<file path="config.mk">
export PLATFORM = sky130hd
export DESIGN_NAME = trimmed_mean_sample_averager_flat
export DESIGN_NICKNAME = d
export VERILOG_FILES = /design/src/rtl/tmsa_pkg.sv /design/src/rtl/tmsa_if.sv /design/src/rtl/tmsa_alu.sv /design/src/rtl/trimmed_mean_sample_averager.sv /design/src/flat_wrapper.sv
export VERILOG_INCLUDE_DIRS = /design/src /design/src/rtl
export SDC_FILE = /design/constraint.sdc
export NUM_CORES = 1
export LEC_CHECK = 0
export BUFFER_PORTS_ARGS = -buffer_cell sky130_fd_sc_hd__buf_2
export CORE_ASPECT_RATIO = 1.1
export CORE_MARGIN = 2
export CORE_UTILIZATION = 65
export DETAILED_ROUTE_END_ITERATION = 12
export HOLD_SLACK_MARGIN = 0.12
export PLACE_DENSITY = 0.85
export SLEW_MARGIN = 20
export SYNTH_ARGS = -nofsm -noshare
export SYNTH_HDL_FRONTEND = slang
export SYNTH_SLANG_ARGS = --single-unit
</file>
<file path="constraint.sdc">
create_clock -name i_clk -period 7.9 [get_ports i_clk]
set_input_delay 0.395 -clock i_clk [delete_from_list [all_inputs] [get_ports i_clk]]
set_output_delay 0.395 -clock i_clk [all_outputs]
set_load 0.005 [all_outputs]
</file>
<file path="src/rtl/trimmed_mean_sample_averager_macros.svh">
// Assertion macros for the trimmed-mean sample averager.
// Used by the top level; no other dependencies.
`ifndef TRIMMED_MEAN_SAMPLE_AVERAGER_MACROS_SVH
`define TRIMMED_MEAN_SAMPLE_AVERAGER_MACROS_SVH

// Check that a condition implies another in the same cycle.
`define TMSA_ASSERT_NOW(label, clk, rst_n, ante, cons) \
    label: assert property (@(posedge clk) disable iff (!rst_n) (ante) |-> (cons)) \
        else $error("tmsa: same-cycle check failed");

// Check that a condition implies another in the next cycle.
`define TMSA_ASSERT_NEXT(label, clk, rst_n, ante, cons) \
    label: assert property (@(posedge clk) disable iff (!rst_n) (ante) |=> (cons)) \
        else $error("tmsa: next-cycle check failed");

`endif

</file>
<file path="src/rtl/tmsa_pkg.sv">
// Shared constants, types and helpers of the trimmed-mean sample averager.
// No dependencies; used by the interfaces, the shared ALU and the top level.
package tmsa_pkg;

    // Block size and sample range
    localparam int SAMPLES    = 32;
    localparam int SAMPLE_MAX = 4095;
    localparam int SAMPLE_W   = 12;

    // Derived widths
    localparam int SUM_W   = $clog2(SAMPLES * SAMPLE_MAX + 1);
    localparam int COUNT_W = $clog2(SAMPLES + 1);
    localparam int ATT_W   = $clog2(SAMPLES);
    localparam int DIVC_W  = $clog2(SUM_W);

    // Shared ALU operation
    typedef enum logic {
        ALU_ADD,
        ALU_SUB
    } t_alu_op;

    typedef struct packed {
        logic             borrow;
        logic [SUM_W-1:0] value;
    } t_alu_res;

    // Clamp a raw reading to the sample ceiling
    function automatic logic [SAMPLE_W-1:0] sat_sample(input logic [SAMPLE_W-1:0] s);
        logic [SAMPLE_W-1:0] r;
        r = s;
        if (32'(s) > SAMPLE_MAX) begin
            r = SAMPLE_W'(SAMPLE_MAX);
        end
        return r;
    endfunction

endpackage

</file>
<file path="src/rtl/tmsa_if.sv">
// Valid/ready channel interfaces for samples in and averages out.
// Depends on tmsa_pkg.
interface tmsa_in_if
    import tmsa_pkg::*;
();
    logic                valid;
    logic                ready;
    logic [SAMPLE_W-1:0] sample;
    logic                sample_ok;

    modport source (output valid, output sample, output sample_ok, input ready);
    modport sink   (input valid, input sample, input sample_ok, output ready);
endinterface

interface tmsa_out_if
    import tmsa_pkg::*;
();
    logic                valid;
    logic                ready;
    logic [SAMPLE_W-1:0] average;

    modport source (output valid, output average, input ready);
    modport sink   (input valid, input average, output ready);
endinterface

</file>
<file path="src/rtl/tmsa_alu.sv">
// Shared add/subtract unit: accumulation, trimming, rounding and divide steps.
// Depends on tmsa_pkg.
module tmsa_alu
    import tmsa_pkg::*;
(
    input  t_alu_op          i_op,
    input  logic [SUM_W-1:0] i_a,
    input  logic [SUM_W-1:0] i_b,
    output t_alu_res         o_res
);

    logic [SUM_W:0] w_full;

    // Add or subtract with one extra bit for carry/borrow
    always_comb begin
        case (i_op)
            ALU_ADD: w_full = {1'b0, i_a} + {1'b0, i_b};
            ALU_SUB: w_full = {1'b0, i_a} - {1'b0, i_b};
            default: w_full = '0;
        endcase
        o_res.borrow = w_full[SUM_W];
        o_res.value  = w_full[SUM_W-1:0];
    end

endmodule

</file>
<file path="src/rtl/trimmed_mean_sample_averager.sv">
// Top level of the trimmed-mean sample averager: sequencer, block state, output register.
// Depends on tmsa_pkg, tmsa_if, tmsa_alu and trimmed_mean_sample_averager_macros.svh.
//
// Usage:
//   i_in carries one conversion attempt per transaction: a 12-bit sample and
//   a success flag. Every SAMPLES (32) attempts form one block. After the last
//   attempt of a block, o_out delivers one transaction with the rounded mean
//   of the valid samples, the single smallest and largest dropped when more
//   than two were valid, and zero when none was valid.
//   Each attempt is accepted, then accumulated; i_in.ready is low
//   during the accumulate cycle. At block end the shared adder subtracts the
//   smallest and then the largest valid sample (only when more than two were
//   valid), adds half the count for rounding and runs a restoring divide
//   over the SUM_W (17) bits of the sum, then the output register is loaded;
//   with no valid sample it is loaded with zero straight after the trim state.
//   The output register holds the average until o_out.ready takes it; the
//   next block accepts attempts meanwhile. Should a new block finish while
//   the previous average still waits, the sequencer holds until it is taken.
//   Synchronous active-low reset clears the block state and drops any
//   pending average.
`include "trimmed_mean_sample_averager_macros.svh"

module trimmed_mean_sample_averager
    import tmsa_pkg::*;
(
    input  logic       i_clk,
    input  logic       i_rst_n,
    tmsa_in_if.sink    i_in,
    tmsa_out_if.source o_out
);

    // Sequencer states
    localparam logic [2:0] S_IDLE     = 3'd0;
    localparam logic [2:0] S_ACC      = 3'd1;
    localparam logic [2:0] S_TRIM_MIN = 3'd2;
    localparam logic [2:0] S_TRIM_MAX = 3'd3;
    localparam logic [2:0] S_ROUND    = 3'd4;
    localparam logic [2:0] S_DIV      = 3'd5;
    localparam logic [2:0] S_OUT      = 3'd6;

    logic [2:0]          r_state,     n_state;
    logic [SUM_W-1:0]    r_sum,       n_sum;
    logic [SAMPLE_W-1:0] r_min,       n_min;
    logic [SAMPLE_W-1:0] r_max,       n_max;
    logic [COUNT_W-1:0]  r_count,     n_count;
    logic [ATT_W-1:0]    r_attempt,   n_attempt;
    logic [SAMPLE_W-1:0] r_sample,    n_sample;
    logic                r_ok,        n_ok;
    logic [COUNT_W-1:0]  r_rem,       n_rem;
    logic [DIVC_W-1:0]   r_div_cnt,   n_div_cnt;
    logic [SAMPLE_W-1:0] r_avg,       n_avg;
    logic                r_out_valid, n_out_valid;

    t_alu_op          w_op;
    logic [SUM_W-1:0] w_a;
    logic [SUM_W-1:0] w_b;
    t_alu_res         w_res;
    logic [COUNT_W:0] w_shifted;
    logic             w_in_acc;
    logic             w_out_acc;

    assign i_in.ready    = (r_state == S_IDLE);
    assign o_out.valid   = r_out_valid;
    assign o_out.average = r_avg;
    assign w_in_acc      = i_in.valid && (r_state == S_IDLE);
    assign w_out_acc     = r_out_valid && o_out.ready;

    // Partial remainder with the next dividend bit shifted in
    assign w_shifted = {r_rem, r_sum[SUM_W-1]};

    // Steer the shared adder
    always_comb begin
        w_op = ALU_ADD;
        w_a  = r_sum;
        w_b  = '0;
        case (r_state)
            S_ACC: begin
                w_b = SUM_W'(r_sample);
            end
            S_TRIM_MIN: begin
                w_op = ALU_SUB;
                w_b  = SUM_W'(r_min);
            end
            S_TRIM_MAX: begin
                w_op = ALU_SUB;
                w_b  = SUM_W'(r_max);
            end
            S_ROUND: begin
                w_b = SUM_W'(r_count >> 1);
            end
            S_DIV: begin
                w_op = ALU_SUB;
                w_a  = SUM_W'(w_shifted);
                w_b  = SUM_W'(r_count);
            end
            default: begin
                w_op = ALU_ADD;
            end
        endcase
    end

    tmsa_alu u_alu (
        .i_op  (w_op),
        .i_a   (w_a),
        .i_b   (w_b),
        .o_res (w_res)
    );

    // Sequence one attempt, and the trim/round/divide at block end
    always_comb begin
        n_state     = r_state;
        n_sum       = r_sum;
        n_min       = r_min;
        n_max       = r_max;
        n_count     = r_count;
        n_attempt   = r_attempt;
        n_sample    = r_sample;
        n_ok        = r_ok;
        n_rem       = r_rem;
        n_div_cnt   = r_div_cnt;
        n_avg       = r_avg;
        n_out_valid = r_out_valid;

        // Drop the pending average once taken
        if (w_out_acc) begin
            n_out_valid = 1'b0;
        end

        case (r_state)
            S_IDLE: begin
                if (w_in_acc) begin
                    n_sample = sat_sample(i_in.sample);
                    n_ok     = i_in.sample_ok;
                    n_state  = S_ACC;
                end
            end
            S_ACC: begin
                if (r_ok) begin
                    n_sum   = w_res.value;
                    n_count = r_count + COUNT_W'(1);
                    if (r_sample < r_min) begin
                        n_min = r_sample;
                    end
                    if (r_sample > r_max) begin
                        n_max = r_sample;
                    end
                end
                if (r_attempt == ATT_W'(SAMPLES - 1)) begin
                    n_state = S_TRIM_MIN;
                end else begin
                    n_attempt = r_attempt + ATT_W'(1);
                    n_state   = S_IDLE;
                end
            end
            S_TRIM_MIN: begin
                if (r_count == '0) begin
                    n_state = S_OUT;
                end else if (r_count > COUNT_W'(2)) begin
                    n_sum   = w_res.value;
                    n_state = S_TRIM_MAX;
                end else begin
                    n_state = S_ROUND;
                end
            end
            S_TRIM_MAX: begin
                n_sum   = w_res.value;
                n_count = r_count - COUNT_W'(2);
                n_state = S_ROUND;
            end
            S_ROUND: begin
                n_sum     = w_res.value;
                n_rem     = '0;
                n_div_cnt = DIVC_W'(SUM_W - 1);
                n_state   = S_DIV;
            end
            S_DIV: begin
                // Restoring divide: quotient bits shift into the sum register
                if (!w_res.borrow) begin
                    n_rem = w_res.value[COUNT_W-1:0];
                end else begin
                    n_rem = w_shifted[COUNT_W-1:0];
                end
                n_sum = {r_sum[SUM_W-2:0], !w_res.borrow};
                if (r_div_cnt == '0) begin
                    n_state = S_OUT;
                end else begin
                    n_div_cnt = r_div_cnt - DIVC_W'(1);
                end
            end
            S_OUT: begin
                // Hold until the output register is free, then clear the block
                if (!r_out_valid || o_out.ready) begin
                    n_avg       = r_sum[SAMPLE_W-1:0];
                    n_out_valid = 1'b1;
                    n_sum       = '0;
                    n_min       = SAMPLE_W'(SAMPLE_MAX);
                    n_max       = '0;
                    n_count     = '0;
                    n_attempt   = '0;
                    n_state     = S_IDLE;
                end
            end
            default: begin
                n_state = S_IDLE;
            end
        endcase
    end

    // Control and block state
    always_ff @(posedge i_clk) begin
        if (!i_rst_n) begin
            r_state     <= S_IDLE;
            r_sum       <= '0;
            r_min       <= SAMPLE_W'(SAMPLE_MAX);
            r_max       <= '0;
            r_count     <= '0;
            r_attempt   <= '0;
            r_out_valid <= 1'b0;
        end else begin
            r_state     <= n_state;
            r_sum       <= n_sum;
            r_min       <= n_min;
            r_max       <= n_max;
            r_count     <= n_count;
            r_attempt   <= n_attempt;
            r_out_valid <= n_out_valid;
        end
    end

    // Payload registers
    always_ff @(posedge i_clk) begin
        r_sample  <= n_sample;
        r_ok      <= n_ok;
        r_rem     <= n_rem;
        r_div_cnt <= n_div_cnt;
        r_avg     <= n_avg;
    end

    // Checks
    `TMSA_ASSERT_NEXT(a_accept_then_acc, i_clk, i_rst_n, w_in_acc, r_state == S_ACC)
    `TMSA_ASSERT_NOW(a_rem_below_divisor, i_clk, i_rst_n, r_state == S_DIV, r_rem < r_count)
    `TMSA_ASSERT_NOW(a_count_le_attempts, i_clk, i_rst_n, r_state == S_IDLE,
        r_count <= COUNT_W'(r_attempt))
    `TMSA_ASSERT_NOW(a_min_le_max, i_clk, i_rst_n, (r_state == S_IDLE) && (r_count != '0),
        r_min <= r_max)

endmodule
</file>
<file path="src/flat_wrapper.sv">
// flat-port wrapper written by rule: the top's interface ports become plain ports
module trimmed_mean_sample_averager_flat import tmsa_pkg::*;
  (i_clk, i_rst_n, i_in_valid, i_in_sample, i_in_sample_ok, i_in_ready, o_out_valid, o_out_average, o_out_ready);
  tmsa_in_if i_in_i ();
  tmsa_out_if o_out_i ();
  input  logic i_clk;
  input  logic i_rst_n;
  input wire logic [$bits(i_in_i.valid)-1:0] i_in_valid;
  input wire logic [$bits(i_in_i.sample)-1:0] i_in_sample;
  input wire logic [$bits(i_in_i.sample_ok)-1:0] i_in_sample_ok;
  output wire logic [$bits(i_in_i.ready)-1:0] i_in_ready;
  output wire logic [$bits(o_out_i.valid)-1:0] o_out_valid;
  output wire logic [$bits(o_out_i.average)-1:0] o_out_average;
  input wire logic [$bits(o_out_i.ready)-1:0] o_out_ready;
  assign i_in_i.valid = i_in_valid;
  assign i_in_i.sample = i_in_sample;
  assign i_in_i.sample_ok = i_in_sample_ok;
  assign i_in_ready = i_in_i.ready;
  assign o_out_valid = o_out_i.valid;
  assign o_out_average = o_out_i.average;
  assign o_out_i.ready = o_out_ready;
  trimmed_mean_sample_averager u_core (.i_clk(i_clk), .i_rst_n(i_rst_n), .i_in(i_in_i), .o_out(o_out_i));
endmodule
</file>
==> out/results.tsv <==
stage	metric	value	unit
sta	period_minus_slack	5050	ps
layout	drive_above_1_share	11.0	%
grt	grt_max_degree	92	
layout	antenna_cells	0	
grt	grt_pass1_vias	5715	
clocking	cts_tree	done	
drt	antenna_left	0	
logic_synthesis	ys_async_sr_fraction	0	%
placed_design	dp_hpwl	11.4	mm
floorplan	ios	31	
grt	grt_pass1_wl	26.3	mm
placed_design	port_buffers	30	
drt	vias	5807	
layout	multi_input_area	0.00405	mm²
grt	grt_usage	29.8	%
logic_synthesis	syn_nets	820	
layout	fill_cells	779	
clocking	cts_resized	0	
sta	slew_headroom	31.4	%
setup_path	crit_path_max_fanout	27	
run	cap_violations	0	
logic_synthesis	yosysUniqueCellTypes	83	
logic_synthesis	synth-seq-area-share	33.0	%
power_and_ir_drop	power_density	167	mW/mm²
drt	drt-total-wl	15.8	mm
clocking	cts_hold_buf	0	
layout	area_growth_syn_to_layout	3.79	%
logic_synthesis	avgSynthCellArea	8.86	µm²
logic_synthesis	synth_area	0.00667	mm²
setup_path	cp.buffers_inverters	1	
placed_design	placed_cells	865	
clocking	cts-htree-levels	3	
power_and_ir_drop	ir_drop	0.151	mV
clocking	cts_sinks	92	
sta	hold_viol_final	0	
setup_path	critical_path_class	flop to flop	
logic_synthesis	ys.warnings.count	0	
sta	tns	0	ps
setup_path	worstPathRequired	8020	ps
power_and_ir_drop	leakage	2.95	nW
setup_path	crit_chain	inv_1 -> nor2_1 -> nand2_2 -> nand2_1 -> nor2_1 -> xnor2_1 -> ha_1 -> o21a_1 -> o21a_1 -> a21o_2 -> a311oi_2 -> o21ai_2 -> mux2i_1 -> nor2_1	
sta	finalCritPeriodShare	63.9	%
sta	fmax	0.198	GHz
logic_synthesis	synth_ff_type	dfxtp_1	
clocking	insertion_delay	370	ps
setup_path	cp.arrival	5170	ps
run_status	status	finished, final reports clean	
logic_synthesis	synth_edf_count	36	
floorplan	die_x	101	µm
floorplan	num_rows	38	
layout	final_area	0.00692	mm²
placed_design	routabilityCongestion	0.978	
drt	vias_per_cell	6.59	
setup_path	critical-path-max-stage-delay	1000	ps
setup_path	setup.worst_path.start_class	flop	
setup_path	endpoint_kind	flop	
setup_path	crit_path_frequent_cell	nor2_1	
drt	drt_first_iter_violations	391	
placed_design	place_area	0.00674	mm²
clocking	cts_buffer_depth	2	
drt	dr.pass1.iters	5	
sta	worst_pin_slew	1020	ps
floorplan	die_area	0.0111	mm²
floorplan	die_h	110	µm
clocking	cts-root-buf	clkbuf_8	
layout	ff_latch_area	0.00220	mm²
worst_hold_path	hp-class	input pin to flop	
setup_path	path_delay_family	simple AND/OR/NAND/NOR gates	
sta	fin_skew	10.6	ps
sta	setup_viol	0	
drt	drc_errors	0	
floorplan	core_area	0.00994	mm²
sta	drv_slew	0	
logic_synthesis	synth_cells	753	
floorplan	initial_utilization	67.1	%
clocking	post_cts_buffers	0	
sta	grt_setup_unrepaired	false	
grt	antenna_found_initial	0	
layout	finalNonFillerCells	881	
logic_synthesis	synth-seq-cells	92	
clocking	cts_inserted_buffers	9	
grt	gr-total-overflow	0	
layout	nets	823	
setup_path	slowest_stage	dfxtp_1	
drt	routedWlPerCell	18.0	µm
clocking	path_clk_slew	90	ps
==> layout make-up <==
cell class / count / share of cell area, %
inverter: 37 / 2.01
tap: 120 / 2.17
clock inverter: 6 / 0.795
multi-input combinational: 579 / 58.4
timing repair buffer: 37 / 2.93
sequential: 92 / 31.8
clock buffer: 10 / 1.84
==> cell usage in the layout (no fill, tap or decap), drive strengths merged, types with 6 or more instances in the layout <==
cell type,count
buf,37
nand3,36
a21oi,49
nand2,72
a211oi,10
o21a,8
nor3b,16
mux2i,27
xnor2,11
ha,49
nor2b,21
dfxtp,56
a22oi,11
and2,8
nor3,30
a21boi,7
edfxtp,36
a21o,20
nor2,41
o21ai,39
o211a,6
nand4,9
nand2b,13
inv,37
xor2,9
and3,7
nand4b,12
clkbuf,10
==> synth_stat cells, drive strengths merged, types with 6 or more instances <==
| library cell | n | area (µm²) |
|---|---|---|
| nand3 | 36 | 180 |
| buf | 24 | 189 |
| nor3b | 16 | 136 |
| o21a | 8 | 60.1 |
| nand4b | 12 | 105 |
| inv | 37 | 139 |
| nor2 | 41 | 154 |
| and2 | 8 | 55.1 |
| o211a | 6 | 60.1 |
| a21boi | 7 | 52.6 |
| nor2b | 21 | 139 |
| and3 | 7 | 45.1 |
| nand2 | 72 | 275 |
| a22oi | 11 | 82.6 |
| a21oi | 49 | 245 |
| xor2 | 9 | 78.8 |
| dfxtp | 56 | 1120 |
| edfxtp | 36 | 1080 |
| a211oi | 10 | 80.1 |
| o21ai | 39 | 199 |
| a21o | 20 | 154 |
| mux2i | 27 | 270 |
| xnor2 | 11 | 96.3 |
| clkbuf | 21 | 98.9 |
| nand4 | 9 | 62.6 |
| nor3 | 30 | 150 |
| nand2b | 13 | 88.8 |
| ha | 49 | 613 |
==> power by group <==
part	total, mW	internal [mW]	switching, mW
clock network	0.309	0.143	0.166
logic	0.303	0.129	0.174
registers	0.541	0.515	0.0258
total	1.15	0.788	0.366
==> cell families (layout without fill, tap and decap cells) <==
logic type / after synthesis / in the layout / synth area share (%)
AND/OR/NAND/NOR: 279 / 279 / 22.5
XOR/XNOR: 20 / 20 / 2.63
multiplexers: 30 / 30 / 4.56
adder cells (fa/ha/maj): 50 / 50 / 9.49
flip-flops: 92 / 92 / 33.0
buffers and inverters: 82 / 90 / 6.40
AO/OA/AOI/OAI: 200 / 200 / 21.4
==> path summary, 6_finish.rpt <==
| path | from | to | slack (ps) | depth (start not counted) |
|---|---|---|---|---|
| max | u_core.r_state[2]$_SDFFE_PN0P_ | u_core.r_rem[4]$_SDFFCE_PN0P_ | 2850 | 14 |
| min | i_in_sample[1] | u_core.r_sample[1]$_DFFE_PP_ | 190 | 1 |
| max reg2reg | u_core.r_state[2]$_SDFFE_PN0P_ | u_core.r_rem[4]$_SDFFCE_PN0P_ | 2850 | 14 |
| min reg2reg | u_core.r_max[3]$_SDFFE_PN0P_ | u_core.r_max[3]$_SDFFE_PN0P_ | 470 | 2 |
==> state kept, by name, summed over array words and instances, names as in the netlist <==
signal,cells
u_core.r_max,12
u_core.r_sample,12
u_core.r_ok,1
u_core.r_sum,17
u_core.o_out.average,12
u_core.r_rem,6
u_core.o_out.valid,1
u_core.r_attempt,5
u_core.r_count,6
u_core.r_div_cnt,5
u_core.r_min,12
u_core.r_state,3
==> through the flow <==
step	hold WS, ps	total power [mW]	util [%]	setup WS [ps]
after global placement	445	0.834	67.8	3170
after floorplan	436	0.785	-	4350
after global routing	172	1.21	69.7	2370
after CTS	170	1.15	69.6	2910
after detailed placement	461	0.847	67.8	2920
final	187	1.15	69.7	2850
==> per-layer routing <==
layer	vias to the layer above	global-route usage (%)	wire, µm
li1	2773	-	-
met1	2763	34.0	6420
met2	216	53.4	7940
met3	55	4.85	896
met4	0	15.6	575
met5	-	0	0
Note: power is estimated with default switching activity, not from simulation.
